### config.mk
export PLATFORM = sky130hd
export DESIGN_NAME = crtn_queue
export DESIGN_NICKNAME = d
export VERILOG_FILES = /design/src/crtn_pkg.sv /design/src/crtn_queue.sv
export SDC_FILE = /design/constraint.sdc
export NUM_CORES = 1
export LEC_CHECK = 0
export BUFFER_PORTS_ARGS = -buffer_cell sky130_fd_sc_hd__buf_4
export CORE_MARGIN = 2
export CORE_UTILIZATION = 25
export DETAILED_ROUTE_END_ITERATION = 6
export SYNTH_ARGS = -nofsm -noshare
export SYNTH_HDL_FRONTEND = slang
export SYNTH_SLANG_ARGS = --single-unit
export TNS_END_PERCENT = 1
### constraint.sdc
create_clock -name clk -period 3.6 [get_ports clk]
set_input_delay 0 -clock clk [delete_from_list [all_inputs] [get_ports clk]]
set_output_delay 0 -clock clk [all_outputs]
set_load 0.02 [all_outputs]
### src/crtn_pkg.sv
// Shared types, constants and the seed table for the cube root block.
// No dependencies.
package crtn_pkg;

  localparam int ValW     = 64;  // operand width
  localparam int RootW    = 22;  // result width
  localparam int EstW     = 23;  // seed estimate width
  localparam int DivW     = 48;  // divisor / remainder width
  localparam int QuotW    = 32;  // kept quotient bits
  localparam int SmallW   = 3;   // root width on the table-only path
  localparam int PosW     = 7;
  localparam int KW       = 5;

  // item handed from the front to the back
  typedef struct packed {
    logic              tbl_path;
    logic [SmallW-1:0] small_root;
    logic [EstW-1:0]   est;
    logic [ValW-1:0]   value;
  } work_t;

  function automatic logic [7:0] seed_tbl(input logic [5:0] i);
    logic [7:0] r;
    case (i)
      6'd0:  r = 8'd0;   6'd1:  r = 8'd54;  6'd2:  r = 8'd54;  6'd3:  r = 8'd54;
      6'd4:  r = 8'd118; 6'd5:  r = 8'd118; 6'd6:  r = 8'd118; 6'd7:  r = 8'd118;
      6'd8:  r = 8'd123; 6'd9:  r = 8'd129; 6'd10: r = 8'd134; 6'd11: r = 8'd138;
      6'd12: r = 8'd143; 6'd13: r = 8'd147; 6'd14: r = 8'd151; 6'd15: r = 8'd156;
      6'd16: r = 8'd157; 6'd17: r = 8'd161; 6'd18: r = 8'd164; 6'd19: r = 8'd168;
      6'd20: r = 8'd170; 6'd21: r = 8'd173; 6'd22: r = 8'd176; 6'd23: r = 8'd179;
      6'd24: r = 8'd181; 6'd25: r = 8'd185; 6'd26: r = 8'd187; 6'd27: r = 8'd190;
      6'd28: r = 8'd192; 6'd29: r = 8'd194; 6'd30: r = 8'd197; 6'd31: r = 8'd199;
      6'd32: r = 8'd200; 6'd33: r = 8'd202; 6'd34: r = 8'd204; 6'd35: r = 8'd206;
      6'd36: r = 8'd209; 6'd37: r = 8'd211; 6'd38: r = 8'd213; 6'd39: r = 8'd215;
      6'd40: r = 8'd217; 6'd41: r = 8'd219; 6'd42: r = 8'd221; 6'd43: r = 8'd222;
      6'd44: r = 8'd224; 6'd45: r = 8'd225; 6'd46: r = 8'd227; 6'd47: r = 8'd229;
      6'd48: r = 8'd231; 6'd49: r = 8'd232; 6'd50: r = 8'd234; 6'd51: r = 8'd236;
      6'd52: r = 8'd237; 6'd53: r = 8'd239; 6'd54: r = 8'd240; 6'd55: r = 8'd242;
      6'd56: r = 8'd244; 6'd57: r = 8'd245; 6'd58: r = 8'd246; 6'd59: r = 8'd248;
      6'd60: r = 8'd250; 6'd61: r = 8'd251; 6'd62: r = 8'd252; 6'd63: r = 8'd254;
      default: r = 8'd0;
    endcase
    return r;
  endfunction

endpackage

### src/crtn_queue.sv
// Two-entry queue between the front and the back.
// Depends on crtn_pkg.
module crtn_queue (
  input  logic            clk,
  input  logic            rst_n,
  input  logic            wr_valid,
  output logic            wr_ready,
  input  crtn_pkg::work_t wr_item,
  output logic            rd_valid,
  input  logic            rd_ready,
  output crtn_pkg::work_t rd_item
);

  crtn_pkg::work_t mem [2];
  logic            wp_r, rp_r;
  logic [1:0]      cnt_r;
  logic            do_wr, do_rd;

  assign wr_ready = (cnt_r != 2'd2);
  assign rd_valid = (cnt_r != 2'd0);
  assign rd_item  = mem[rp_r];
  assign do_wr    = wr_valid && wr_ready;
  assign do_rd    = rd_valid && rd_ready;

  always_ff @(posedge clk) begin
    if (!rst_n) begin
      wp_r  <= 1'b0;
      rp_r  <= 1'b0;
      cnt_r <= '0;
    end else begin
      if (do_wr) wp_r <= !wp_r;
      if (do_rd) rp_r <= !rp_r;
      cnt_r <= cnt_r + 2'(do_wr) - 2'(do_rd);
    end
    if (do_wr) mem[wp_r] <= wr_item;
  end

endmodule

# ---- Word level (Yosys, flattened, before mapping)
# Memories as Yosys holds them, arrays and structs flattened. A register that Yosys moved wholly into a read port is not among the register bits.
# Cells that the tools add are included.
dict set report word_totals {
  ram_bits 182
  wordCells 16
  n_memories 1
  regBits 4
  out_inout_bits 93
  inputBits 95
}
dict set report op_classes {
  n_reduce_logical 5
  eq_ne 1
  n_mux 4
  n_addsub 2
}
# memory words width rd rd_clocked_by_memory_dff wr line
set memory_table {}
lappend memory_table {mem 2 91 1 1 1 crtn_queue.sv:14} ;# crtn_pkg::work_t mem [2];
# op n
set op_table {}
lappend op_table {{1-bit 2-to-1 mux} 4}
lappend op_table {{2-bit by 1-bit adder with 2-bit output} 1}
lappend op_table {{1-bit logical AND} 2}
lappend op_table {{1-bit logical NOT} 2}
lappend op_table {{2-bit inequality test (second input constant)} 1}
lappend op_table {{2-bit nonzero test} 1}
lappend op_table {{2-bit by 1-bit subtractor with 2-bit output} 1}

# ---- Longest topological paths before layout
dict set report depth {
  depth_word 4
  depth_mapped 6
  ltp_nobuf 6
}

# ---- Worst setup path before layout
# Ideal clock, no wire load.
dict set report synth_path {
  path_type {flip-flop to flip-flop}
  start {reg cnt_r[0]}
  end {mem mem[1][0] (netlist bit) (enable)}
  required_time_ns 3.139
  n_path_buf 0
  period_less_slack_ns 3.349
  arrival_time_ns 2.889
  setup_time_ns 0.461
  path_stages_with_launch 3
  slack_ns 0.251
  path_cell_list {dfxtp_1 -> nand2b_1 -> and3_1}
}
dict set report synth_between {
  elab_chain_cells 4
}
# element line
set synth_lines {}
lappend synth_lines {{from (decl)} crtn_queue.sv:16} ;# logic [1:0] cnt_r;
lappend synth_lines {{from (signal assigned)} crtn_queue.sv:33} ;# cnt_r <= cnt_r + 2'(do_wr) - 2'(do_rd);
lappend synth_lines {{2-bit inequality test} crtn_queue.sv:19} ;# assign wr_ready = (cnt_r != 2'd2);
lappend synth_lines {{named net wr_ready} crtn_queue.sv:7} ;# output logic wr_ready,
lappend synth_lines {{1-bit logical AND} crtn_queue.sv:22} ;# assign do_wr = wr_valid && wr_ready;
lappend synth_lines {{1-bit 2-to-1 mux} crtn_queue.sv:35} ;# if (do_wr) mem[wp_r] <= wr_item;
lappend synth_lines {{1-bit 2-to-1 mux (implied by the code)} crtn_queue.sv:35}
lappend synth_lines {{to (decl)} crtn_queue.sv:14}
# The timed path passes the listed nets, and every way through them passes these cells.

==> impl_metrics.sql <==
INSERT INTO impl_metrics (metric_group, metric, value, unit) VALUES
('yosys', 'post-synth-top-area-cell', 'edfxtp_1', ''),
('die', 'core_box_area', '27000', 'um2'),
('critical_path', 'worstSetupEndpointType', 'output pin', ''),
('final_layout', 'final_nets', '702', ''),
('grt', 'global_route.usage.total', '10.3', '%'),
('place', 'dp_cells', '834', ''),
('cts', 'cts_resized', '0', ''),
('timing', 'fin_skew', '0.0110', 'ns'),
('timing', 'max_freq', '0.461', 'GHz'),
('cts', 'tritoncts.num_buffers', '17', ''),
('pwr', 'p_leak', '0.00378', 'uW'),
('die', 'design.portCount', '188', ''),
('yosys', 'yosys.area_share.adder', '0.182', '%'),
('place', 'pre_cts_slack', '1.51', 'ns'),
('final_layout', 'fillers', '2500', ''),
('pwr', 'power-per-cell-area', '608', 'nW/um2'),
('critical_path', 'startpoint_type', 'flip-flop', ''),
('yosys', 'syn-mean-instance-area', '21.9', 'um2'),
('yosys', 'synthMuxAreaShare', '14.9', '%'),
('place', 'dp_hpwl', '9190', 'um'),
('grt', 'grt_start_max_net_pins', '57', ''),
('die', 'die_area', '28800', 'um2'),
('die', 'die_height', '170', 'um'),
('grt', 'antenna_found_initial', '0', ''),
('final_layout', 'multiInputGateArea', '1190', 'um2'),
('yosys', 'synth_compound_gate_area_share', '0.638', '%'),
('place', 'gp_congestion', '0.716', ''),
('place', 'port_buffers', '187', ''),
('drt', 'drc', '0', ''),
('pwr', 'irDropWorstVdd', '0.306', 'mV'),
('timing', 'timing.final.max_slew_violations', '0', ''),
('timing', 'finalCritPeriodShare', '60.2', '%'),
('drt', 'detailroute.via_count', '3873', ''),
('drt', 'drt_iter0_markers', '174', ''),
('yosys', 'synth_top_family_by_area', 'multiplexers', ''),
('timing', 'slew_of_the_pin_with_the_lowest_slew_margin', '0.705', 'ns'),
('outcome', 'status', 'finished, final reports clean', ''),
('yosys', 'synth.top_cell.area_share', '79.6', '%'),
('timing', 'slew-limit-headroom', '53.0', '%'),
('final_layout', 'layout.cells.most_common', 'buf_4', ''),
('cts', 'worst_skew_pair.late_latency', '0.42', 'ns'),
('critical_path', 'arrival', '2.17', 'ns'),
('final_layout', 'layout_area_overhead', '48.9', '%'),
('timing', 'number_of_hold_violations_in_the_final_report', '0', ''),
('cts', 'clk_pin_slew', '0.07', 'ns'),
('drt', 'vias_per_cell', '4.04', ''),
('cts', 'clock_tree.root_cell', 'clkbuf_16', ''),
('critical_path', 'critical_path_class', 'reg -> out', ''),
('yosys', 'post_synth_xor_xnor_area', '0.128', '%'),
('place', 'placed_cell_area', '8660', 'um2'),
('worst_hold_path', 'holdCritPathClass', 'in -> reg', ''),
('die', 'dieWidth', '170', 'um'),
('drt', 'wire_per_inst', '15.5', 'um'),
('cts', 'cts_tree', 'yes', ''),
('timing', 'setup_viol', '0', ''),
('timing', 'post-route-min-period', '2.17', 'ns'),
('cts', 'clock_tree.htree_level_count', '4', ''),
('cts', 'cts_hold_buffers', '94', ''),
('drt', 'first_pass_iters', '5', ''),
('yosys', 'synthesis.nets', '409', ''),
('final_layout', 'layoutNonFillerInstCount', '959', ''),
('drt', 'antenna_violating_nets_post_route', '0', ''),
('yosys', 'post_synth_num_cell_types', '26', ''),
('timing', 'unrepaired_setup_endpoints_after_global_routing', 'false', ''),
('cts', 'cts_post_setup_buffers_inserted', '0', ''),
('yosys', 'netlist_instances', '313', ''),
('grt', 'first_global_vias', '4278', ''),
('yosys', 'yosys-top-cells-area', 'edfxtp_1 80%, mux2_1 11%, mux2_2 3.6%, buf_6 1.5%, dfxtp_1 1.5%', ''),
('yosys', 'synth.yosys.seq_area_share', '81.0', '%'),
('final_layout', 'mostFrequentLayoutCells', '187 x buf_4, 182 x edfxtp_1, 94 x dlygate4sd3_1', ''),
('final_layout', 'post_route_cells_drive_above_1_share', '40.1', '%');
## cell type report
cell class                      count  share of cell area (%)
Clock inverter                     13                    1.88
Clock buffer                       18                    4.20
Inverter                            2                  0.0979
Sequential cell                   187                    54.5
Multi-Input combinational cell    114                    11.7
Tap cell                          341                    4.17
Timing Repair Buffer              284                    23.5
## logic make-up after synthesis
| logic type | after synthesis |
|---|---|
| AOI/OAI and AO/OA | 6 |
| xor gates and xnor gates | 1 |
| adders and majority gates | 1 |
| buffers and inverters | 12 |
| DFF | 187 |
| muxes | 91 |
| and+or+nand+nor | 15 |
## stage by stage
step           utilization [%]  hold slack [ns]
4_1_cts                   37.9            0.275
6_report                  37.9            0.304
2_1_floorplan                -           0.0989
5_1_grt                   37.9            0.284
3_5_place_dp              32.1            0.188
3_3_place_gp              32.1            0.186
## critical path, stage by stage, from the launching register on
cell	delay, ns
dfxtp_4	0.80
buf_12	0.33
mux2_1	0.38
buf_4	0.17
## registers in the layout, summed over array words and instances, names as in the netlist, named ones only
register	flops
mem	182
cnt_r	2
rp_r	1
wp_r	1
## cells in the mapped netlist
cell type,number
mux2_2,22
edfxtp_1,182
nor4bb_2,1
nor4_1,1
and3_1,2
or2_2,1
buf_4,1
and2_1,1
a21oi_1,1
o21ai_1,1
dfxtp_1,5
nand2b_1,1
buf_6,9
nand3b_1,1
a21bo_1,1
inv_1,2
o21ba_2,1
nor2b_1,1
xor2_1,1
nor3_2,1
nor2_1,4
o31a_1,1
ha_1,1
nand3_1,1
o21ai_0,1
mux2_1,69
## power breakdown
group          internal (uW)  switching, uW  leakage [uW]
clock                   1170            825      0.000297
sequential              2640            113       0.00174
combinational            701            770       0.00174
total                   4510           1710       0.00378
## metal layers
layer  global-route usage, %  part of all wire, %  vias to the layer above
met5                       0                    0                        -
met4                    3.57                  1.1                        0
met3                    2.64                  4.1                       10
met2                    18.1                   51                      114
met1                    12.4                   44                     1928
li1                        -                    -                     1821
## path summary, 6_finish.rpt
path / cells past startpoint / end / slack (ns) / start
setup / recovery: 3 / rd_item[39] / 1.43 / flip-flop
hold / removal: 2 / mem[1][84] / 0.30 / wr_item[84]
setup reg to reg: 4 / mem[0][47] / 1.55 / cnt_r[0]
hold reg to reg: 2 / flip-flop / 0.50 / rp_r
Note: power is estimated with default switching activity, not from simulation.
