--- src/crtn_pkg.sv ---
// Shared types, constants and the seed table for the cube root block.
// No dependencies.
package crtn_pkg;

  localparam int ValW     = 64;  // operand width
  localparam int RootW    = 22;  // result width
  localparam int EstW     = 23;  // seed estimate width
  localparam int DivW     = 48;  // divisor / remainder width
  localparam int QuotW    = 32;  // kept quotient bits
  localparam int SmallW   = 3;   // root width on the table-only path
  localparam int PosW     = 7;
  localparam int KW       = 5;

  // item handed from the front to the back
  typedef struct packed {
    logic              tbl_path;
    logic [SmallW-1:0] small_root;
    logic [EstW-1:0]   est;
    logic [ValW-1:0]   value;
  } work_t;

  function automatic logic [7:0] seed_tbl(input logic [5:0] i);
    logic [7:0] r;
    case (i)
      6'd0:  r = 8'd0;   6'd1:  r = 8'd54;  6'd2:  r = 8'd54;  6'd3:  r = 8'd54;
      6'd4:  r = 8'd118; 6'd5:  r = 8'd118; 6'd6:  r = 8'd118; 6'd7:  r = 8'd118;
      6'd8:  r = 8'd123; 6'd9:  r = 8'd129; 6'd10: r = 8'd134; 6'd11: r = 8'd138;
      6'd12: r = 8'd143; 6'd13: r = 8'd147; 6'd14: r = 8'd151; 6'd15: r = 8'd156;
      6'd16: r = 8'd157; 6'd17: r = 8'd161; 6'd18: r = 8'd164; 6'd19: r = 8'd168;
      6'd20: r = 8'd170; 6'd21: r = 8'd173; 6'd22: r = 8'd176; 6'd23: r = 8'd179;
      6'd24: r = 8'd181; 6'd25: r = 8'd185; 6'd26: r = 8'd187; 6'd27: r = 8'd190;
      6'd28: r = 8'd192; 6'd29: r = 8'd194; 6'd30: r = 8'd197; 6'd31: r = 8'd199;
      6'd32: r = 8'd200; 6'd33: r = 8'd202; 6'd34: r = 8'd204; 6'd35: r = 8'd206;
      6'd36: r = 8'd209; 6'd37: r = 8'd211; 6'd38: r = 8'd213; 6'd39: r = 8'd215;
      6'd40: r = 8'd217; 6'd41: r = 8'd219; 6'd42: r = 8'd221; 6'd43: r = 8'd222;
      6'd44: r = 8'd224; 6'd45: r = 8'd225; 6'd46: r = 8'd227; 6'd47: r = 8'd229;
      6'd48: r = 8'd231; 6'd49: r = 8'd232; 6'd50: r = 8'd234; 6'd51: r = 8'd236;
      6'd52: r = 8'd237; 6'd53: r = 8'd239; 6'd54: r = 8'd240; 6'd55: r = 8'd242;
      6'd56: r = 8'd244; 6'd57: r = 8'd245; 6'd58: r = 8'd246; 6'd59: r = 8'd248;
      6'd60: r = 8'd250; 6'd61: r = 8'd251; 6'd62: r = 8'd252; 6'd63: r = 8'd254;
      default: r = 8'd0;
    endcase
    return r;
  endfunction

endpackage

--- src/crtn_front.sv ---
// Front end: accepts operands, finds the leading bit, reads the seed table.
// Depends on crtn_pkg.
module crtn_front (
  input  logic                  clk,
  input  logic                  rst_n,
  input  logic                  in_valid,
  output logic                  in_ready,
  input  logic [crtn_pkg::ValW-1:0] in_value,
  output logic                  wr_valid,
  input  logic                  wr_ready,
  output crtn_pkg::work_t       wr_item
);

  logic                          va_r, vb_r;
  logic [crtn_pkg::ValW-1:0]     val_a_r;
  logic [crtn_pkg::KW-1:0]       k_a_r;
  logic                          small_a_r;
  crtn_pkg::work_t               item_b_r;
  logic                          rdy_b;

  logic [crtn_pkg::PosW-1:0]     pos;
  logic [12:0]                   pos84;
  logic [crtn_pkg::KW-1:0]       k_nxt;
  logic [6:0]                    sh3;
  logic [crtn_pkg::ValW-1:0]     shifted;
  logic [8:0]                    seed9;
  logic [31:0]                   seed_sh;
  logic [8:0]                    small_sum;

  always_comb begin
    pos = '0;
    for (int i = 0; i < crtn_pkg::ValW; i++) begin
      if (in_value[i]) pos = crtn_pkg::PosW'(i + 1);
    end
    pos84 = 13'(pos) * 13'd84;
    k_nxt = pos84[12:8] - crtn_pkg::KW'(1);
  end

  always_comb begin
    sh3       = 7'(k_a_r) * 7'd3;
    shifted   = val_a_r >> sh3;
    seed9     = 9'(crtn_pkg::seed_tbl(shifted[5:0])) + 9'd10;
    seed_sh   = 32'(seed9) << k_a_r;
    small_sum = 9'(crtn_pkg::seed_tbl(val_a_r[5:0])) + 9'd35;
  end

  assign rdy_b    = !vb_r || wr_ready;
  assign in_ready = !va_r || rdy_b;
  assign wr_valid = vb_r;
  assign wr_item  = item_b_r;

  always_ff @(posedge clk) begin
    if (!rst_n) begin
      va_r <= 1'b0;
      vb_r <= 1'b0;
    end else begin
      if (in_ready) va_r <= in_valid;
      if (rdy_b)    vb_r <= va_r;
    end
    if (in_ready) begin
      val_a_r   <= in_value;
      k_a_r     <= k_nxt;
      small_a_r <= (pos < crtn_pkg::PosW'(7));
    end
    if (rdy_b) begin
      item_b_r.value      <= val_a_r;
      item_b_r.tbl_path   <= small_a_r;
      item_b_r.small_root <= small_sum[8:6];
      item_b_r.est        <= seed_sh[28:6];
    end
  end

endmodule

--- config.mk ---
export PLATFORM = sky130hd
export DESIGN_NAME = crtn_front
export DESIGN_NICKNAME = d
export VERILOG_FILES = /design/src/crtn_pkg.sv /design/src/crtn_front.sv
export SDC_FILE = /design/constraint.sdc
export NUM_CORES = 1
export LEC_CHECK = 0
export BUFFER_PORTS_ARGS = -buffer_cell sky130_fd_sc_hd__buf_2
export CAP_MARGIN = 30
export CORE_AREA = 5 5 222 224
export DETAILED_ROUTE_END_ITERATION = 7
export DIE_AREA = 0 0 227 229
export GPL_TIMING_DRIVEN = 0
export PLACE_DENSITY = 0.5
export SYNTH_ARGS = -nofsm -noshare
export SYNTH_HDL_FRONTEND = slang
export SYNTH_SLANG_ARGS = --single-unit
--- constraint.sdc ---
create_clock -name clk -period 8.09 [get_ports clk]
set_input_delay 0.809 -clock clk [delete_from_list [all_inputs] [get_ports clk]]
set_output_delay 0.809 -clock clk [all_outputs]
set_load 0.01 [all_outputs]
After elaboration in Yosys (flattened, before gate mapping) --
Memory sizes are Yosys's and may differ from the RTL's. A register that Yosys moved wholly into a read port is not among the register bits. Cells that the tools add are included.
Storage, ports and cells: output and inout bits 93, memory bits (read-only) 1024, memories 2, RAM bits 0, bits in latches 0, register bits after elaboration 163, bits of input ports 68, logic and storage cells 88
Cells by class: $lt $le $gt $ge 1, reductions and logical operators 4, shift-type cells 2, add/sub/neg operators 3, eq/ne operators 0, bitwise gates (word level) 0, $mul 2, mux-type cells 65, divide/modulo/power cells 0
Memories:
- (no name shown) | depth 64, width 8, rd ports 1, clocked after Yosys merged registers in 0, wr ports 0, RTL line crtn_pkg.sv:24 | case (i)
- (no name shown) | depth 64, width 8, rd ports 1, clocked after Yosys merged registers in 1, wr ports 0, RTL line crtn_pkg.sv:24
Operator list (number):
- two-way mux 7 bit | 63
- >> shifter 64 x 7 -> 6 bit | 1
- left shift 9 x 5 -> 29 bit | 1
- multiplier 7 x 5 -> 11 bit, second input constant | 1
- adder 8 x 4 -> 9 bit, second input constant | 1
- adder 8 x 6 -> 9 bit, second input constant | 1
- < comparator 7 x 3 -> 1 bit, second input constant | 1
- multiplier 5 x 2 -> 7 bit, second input constant | 1
- two-way mux 6 bit | 1
- subtractor 5 x 1 -> 5 bit, second input constant | 1
- logical NOT 1 bit | 2
- logical OR 1 bit | 2
- two-way mux 1 bit | 1

Longest topological paths before layout --
Gate-level depths: netlist of run 1.
depth after elaboration 66, depth in mapped cells 31, gate-level depth less buffers 31

Worst setup path after synthesis of run 1 --
Ideal clock, no wire load.
path type register to register, from register k_a_r[1] (netlist name), to register item_b_r (netlist bit wr_item[71]) (data pin), data required time 7920 ps, library setup time 170 ps, buffers on the path 2, arrival 5559 ps, slack 2361 ps, cell stages (with the launch flop) 24, clock period less this slack 5729 ps, path through edfxtp_1 ha_1 fa_1 xor2_2 buf_6 buf_12 mux4_2 mux2_2 a31oi_1 nand3_2 ha_1 mux2_2 a31oi_1 a21oi_1 a22o_1 inv_2 ha_1 inv_1 a31o_2 xnor2_2 inv_1 mux4_2 o21a_1 a311oi_2
Between the ends: word-level cells in the longest chain between the ends 5
RTL lines:
- start: declaration | RTL line crtn_front.sv:16 | logic [crtn_pkg::KW-1:0] k_a_r;
- start signal: assignment | RTL line crtn_front.sv:62 | k_a_r <= k_nxt;
- multiplier 5 x 2 -> 7 bit | RTL line crtn_front.sv:40 | sh3 = 7'(k_a_r) * 7'd3;
- >> shifter 64 x 7 -> 6 bit | RTL line crtn_front.sv:41 | shifted = val_a_r >> sh3;
- memory read (64 x 8 bit)
- adder 8 x 4 -> 9 bit | RTL line crtn_front.sv:42 | seed9 = 9'(crtn_pkg::seed_tbl(shifted[5:0])) + 9'd10;
- left shift 9 x 5 -> 29 bit (*) | RTL line crtn_front.sv:43 | seed_sh = 32'(seed9) << k_a_r;
- end: declaration | RTL line crtn_front.sv:18 | crtn_pkg::work_t item_b_r;
Mark *: on every way between the ends. The rest lies on a longest branch, timed or not. A chain may end at the register's enable or synchronous reset.

Worst setup path after layout of run 1 --
Same ends and word-level chain as after synthesis.

==> run summary, run 1 <==
Crit end category: flop
WL final: 38390 um
Share of post-route cells with drive strength above 1: 0.2579
#FFs+latches synth: 171
Core Area: 47150 um^2
Met1 GRT Util: 0.1942
Global-route wire length before repair: 57930 um
Least-Margin Pin Slew: 0.9631 ns
I/O pins: 161
Period Utilization, post-route: 0.8629
CTS buffer count: 17
Wirelength per Cell: 20.82 um
ANT cells: 0
Sum Neg Setup Slack: 0 ns
Synth Area in Adders: 0.04765
Met3 Use GR: 0.02920
Final hold vios: 0
IO buf count: 160
Initial antenna violation count: 0
Clk_lat worst skew: 0.46 ns
Crit path kind: flop to flop
Peak Freq: 0.1433 GHz
CP Max Fanout: 11
Initial Utilization: 0.2462
# clock sinks: 171
Resize count post-CTS: 0
Clock Pin Slew Worst Setup and Hold Paths: 0.07 ns
Multi-input logic area: 6027 um^2
Mux cell area share after synthesis: 0.1573
Full die area: 51980 um^2
Hpwl dp: 29200 um
GRT Total Usage: 0.1442
RSZ-0062 raised after global routing: false
Syn avg cell area: 11.21 um^2
Simple-Gate Fraction of Synth Area: 0.1214
Post-Syn Instances: 1035
FILL cells: 4875
First-pass DRT Iterations: 5
Hold/Removal Path Class: flop to flop
Row count: 80
Rel. slew slack: 0.3396
Main combinational cell family by area after synthesis: compound AO/OA/AOI/OAI gates
Vias in the first global route: 9390
Most frequent cells in the layout: buf_2, edfxtp_1, nor2_1
Post-CTS setup buffers: 0
Setup violators final: 0
Synth area leader: edfxtp_1
Clk_skew: 0.01089 ns
Largest net degree at the start of global routing: 66
Area delta synth->final: 19.07%
Die Ht: 229 um
GR Util met2: 0.2348
Maximum root-to-sink buffer count: 2
Total congestion overflow: 0
Grt peak-use layer: met2
Synth cell types: 98
EDFF count, synth: 161
Outcome: finished clean
Drt drc: 0
Iter 0 DRT Violations: 769
CP Data Required Time: 8.38 ns
Die width: 227 um
Max-slew violation count: 0
Hold bufs inserted after CTS: 0
Seq/Total Area, Yosys: 0.4339
Post-synthesis xor/xnor area fraction: 0.01628
Min Tclk post-route: 6.981 ns
FF+latch area: 5035 um^2
CTS tree: done
Crit path launch type: flop
Synthesized area: 11600 um^2
Critical Path AT: 7.27 ns
Syn Nets: 1146
Ranking of synthesized cells by area: edfxtp_1, mux4_2, mux2i_1
Ys flop type: edfxtp_1
Post-synth top area share: 0.4166
Post-synth ARST share: 0
Post-route ant nets: 0
Root Buffer: clkbuf_16
Nets@finish: 1327
Maxcap violations: 0
H-tree levels: 4
Post-synthesis compound-gate area fraction: 0.1761
Commonest non-fill, non-tap cell in the layout: buf_2
Warnings from Yosys: 0
Routability cong.: 0.9021
Vias per inst: 5.210
Vias: 9608
-- cells by family after synthesis --
kind of cell,Yosys count
and+or+nand+nor,295
xor gates and xnor gates,19
AOI/OAI and AO/OA,281
adders and majority gates,43
DFF,171
buffers and inverters,105
muxes,121
-- layout make-up --
| type | instances | share of cell area |
|---|---|---|
| clock buffer | 20 | 0.03160 |
| timing repair buffer | 162 | 0.06193 |
| buffer | 54 | 0.02544 |
| tap | 615 | 0.05569 |
| sequential | 171 | 0.3644 |
| clock inverter | 12 | 0.01023 |
| inverter | 51 | 0.01458 |
| multi-input combinational | 759 | 0.4362 |
-- worst paths after layout --
path | endpoint | from | slack (ns) | depth (start not counted)
setup / recovery | wr_item[71] | k_a_r[1] | 1.11 | 23
setup reg to reg | wr_item[71] | k_a_r[1] | 1.11 | 23
hold / removal | wr_item[90] | small_a_r | 0.46 | 0
hold reg to reg | wr_item[90] | small_a_r | 0.46 | 0
-- cell usage after synthesis, types with 18 or more instances --
cell	n
ha_1	41
clkbuf_1	23
a211oi_1	18
o21ai_0	39
mux4_2	43
inv_1	42
nor3_1	24
a21oi_1	53
nand3_1	31
edfxtp_1	161
mux2i_1	53
nor2_1	87
nand2_1	80
-- per-stage QoR --
stage | hold WS (ns) | setup WS (ns) | std cells | utilization | cell area, um^2
6_report | 0.4555 | 1.109 | 1844 | 0.2931 | 13820
5_1_grt | 0.4513 | 0.8843 | 1844 | 0.2931 | 13820
4_1_cts | 0.4517 | 1.174 | 1844 | 0.2931 | 13820
3_5_place_dp | 0.4229 | 1.026 | 1812 | 0.2808 | 13240
3_3_place_gp | 0.4347 | 1.035 | 1810 | 0.2795 | 13180
2_1_floorplan | 0.4003 | 2.361 | 1035 | - | 11600
-- flip-flops by register name, summed over array words and instances (netlist names), named ones only --
name       count
va_r           1
wr_item       91
val_a_r       64
wr_valid       1
k_a_r          5
small_a_r      1
-- per-layer routing --
metal / up-vias / wire length, um
met5: - / 0
met1: 4744 / 17240
met4: 0 / 866
li1: 4467 / -
met2: 356 / 18390
met3: 41 / 1899
-- worst max-delay path, cell delays in order, from the launching register on --
cell and delay, ns:
edfxtp_1 0.57, ha_1 0.30, fa_1 0.50, xnor2_2 0.58
clkbuf_1 0.55, mux4_2 0.46, o21ai_0 0.10, a211oi_1 0.09
a31oi_1 0.30, nand3_2 0.28, ha_1 0.44, mux2_2 0.28
a31oi_1 0.18, a21oi_1 0.08, a22o_1 0.29, inv_2 0.13
ha_1 0.15, inv_1 0.07, a31o_2 0.24, xnor2_2 0.15
inv_1 0.05, mux4_2 0.53, o21a_1 0.20, a311oi_2 0.26
Power of run 1 is left out: the tool's default activity adds up to more than one toggle a clock period on the data nets, which glitch-free logic cannot reach.
==> inputs of run 2 (changes only) <==
--- a/config.mk
+++ b/config.mk
@@ -8,10 +8,13 @@
 export BUFFER_PORTS_ARGS = -buffer_cell sky130_fd_sc_hd__buf_2
 export CAP_MARGIN = 30
 export CORE_AREA = 5 5 222 224
+export CTS_BUF_LIST = sky130_fd_sc_hd__clkbuf_8 sky130_fd_sc_hd__clkbuf_16
 export DETAILED_ROUTE_END_ITERATION = 7
 export DIE_AREA = 0 0 227 229
 export GPL_TIMING_DRIVEN = 0
+export MAX_ROUTING_LAYER = met4
 export PLACE_DENSITY = 0.5
+export SLEW_MARGIN = 25
 export SYNTH_ARGS = -nofsm -noshare
 export SYNTH_HDL_FRONTEND = slang
 export SYNTH_SLANG_ARGS = --single-unit
==> run 2 against run 1 <==
  * Sequential share of layout area hardly changed
  * Global-route usage is 0.36 points higher
  * Register-to-register slack hardly changed
  * Via count rose by 0.80%
  * Final cell count hardly changed
  * Clock skew rose by 0.0059 ns
  * Die area unchanged
  * Critical endpoint is now wr_item[65]
  * Largest cell class unchanged
  * Highest routed layer unchanged
==> run summary, run 2 (synthesis gave the netlist of run 1 again) <==
Outcome: finished clean
Hold/Removal Path Class: flop to flop
Min Tclk post-route: 6.987 ns
CTS buffer count: 17
Vias per inst: 5.249
Drt drc: 0
Sum Neg Setup Slack: 0 ns
Crit path kind: flop to flop
Met1 GRT Util: 0.2008
Max-slew violation count: 0
Full die area: 51980 um^2
Critical Path AT: 7.15 ns
GR Util met2: 0.2244
Resize count post-CTS: 0
Hold bufs inserted after CTS: 0
Area delta synth->final: 19.16%
Hpwl dp: 29320 um
Post-route ant nets: 0
Nets@finish: 1328
Hold worst-path end: wr_item[90]
Grt peak-use layer: met2
Maxcap violations: 0
CTS tree: done
# clock sinks: 171
Clk_lat worst skew: 0.46 ns
Maximum root-to-sink buffer count: 2
GRT Total Usage: 0.1478
Root Buffer: clkbuf_16
WL final: 37900 um
Iter 0 DRT Violations: 951
Hold path cells: 0
Period Utilization, post-route: 0.8636
Crit path max-delay cell type: o41ai_2
RSZ-0062 raised after global routing: false
Met3 Use GR: 0.02664
R2R Setup Slk: 1.10 ns
Wirelength per Cell: 20.54 um
Reg2Reg Depth: 22
Core Area: 47150 um^2
IO buf count: 160
Clock Pin Slew Worst Setup and Hold Paths: 0.07 ns
CP Data Required Time: 8.25 ns
Hold Path Origin: small_a_r
Share of post-route cells with drive strength above 1: 0.2618
Peak Freq: 0.1431 GHz
Largest net degree at the start of global routing: 52
Post-CTS setup buffers: 0
Final hold vios: 0
Global-route wire length before repair: 58140 um
Clk_skew: 0.01683 ns
Most used cell, CP: ha_1
Crit end category: flop
Least-Margin Pin Slew: 0.8983 ns
First-pass DRT Iterations: 6
Die Ht: 229 um
Routability cong.: 0.9165
I/O pins: 161
Rel. slew slack: 0.3966
H-tree levels: 4
Vias: 9685
Initial Utilization: 0.2462
CP Max Fanout: 11
Total congestion overflow: 0
Most frequent cells in the layout: buf_2, edfxtp_1, nor2_1
Setup violators final: 0
Commonest non-fill, non-tap cell in the layout: buf_2
Row count: 80
Crit path launch type: flop
ANT cells: 0
Worst r2r src: k_a_r[1]
Max stage delay on crit path: 0.68 ns
Vias in the first global route: 9437
Crit path cell chain: ha_1, fa_1, xnor2_2, clkbuf_1, mux4_2, o21ai_0, a211oi_1, a31oi_1, nand3_2, ha_1, inv_1, o2111a_1, nor3_1, a22o_1, inv_2, ha_1, inv_1, nand3_1, nand3_1, a31oi_1, o41ai_2, a2111oi_0
R2R Path End: wr_item[65]
Die width: 227 um
Max FFs per register: 91
Initial antenna violation count: 0
## run 2: final cells by class
| class | count | area [um^2] |
|---|---|---|
| Buffer | 54 | 351.6 |
| Clock buffer | 17 | 425.4 |
| Clock inverter | 15 | 155.1 |
| Fill cell | 4890 | 33320 |
| Inverter | 51 | 203.9 |
| Multi-Input combinational cell | 759 | 6027 |
| Sequential cell | 171 | 5035 |
| Tap cell | 615 | 769.5 |
| Timing Repair Buffer | 163 | 860.8 |
## run 2: worst max-delay path by stage
stage,startpoint,endpoint,slack [ns],cells after the start
global placement,in_value[2],k_a_r[4],1.07,32
finish,k_a_r[1],wr_item[65],1.10,22
global route,k_a_r[1],wr_item[65],0.80,22
CTS,k_a_r[1],wr_item[67],1.17,23
floorplan,k_a_r[1],wr_item[71],2.36,23
detailed placement,in_value[2],k_a_r[4],0.89,32
## run 2: worst max-delay path, delay by kind of cell (launching register included)
family,cells,cell delay [ns]
AO/OA/AOI/OAI,8,2.08
adder cells (fa/ha/maj),4,1.48
buffers and inverters,4,0.85
AND/OR/NAND/NOR,4,0.70
flip-flops,1,0.58
XOR/XNOR,1,0.55
multiplexers,1,0.45
## run 2: per-stage QoR
step	setup WS [ns]	utilization	hold WS, ns	cell area, um^2	instances
floorplan	2.361	-	0.4003	11600	1035
global placement	1.067	0.2795	0.4365	13180	1810
detailed placement	0.8894	0.2809	0.4252	13240	1812
CTS	1.171	0.2932	0.4508	13820	1844
global route	0.8023	0.2933	0.4516	13830	1845
finish	1.103	0.2933	0.4521	13830	1845
## run 2: metal layers
metal / vias up / routed length (um)
met3: 55 / 2050
met1: 4778 / 17060
li1: 4462 / -
met4: 0 / 1076
met5: - / 0
met2: 390 / 17710
Power of run 2 is left out for the same reason.
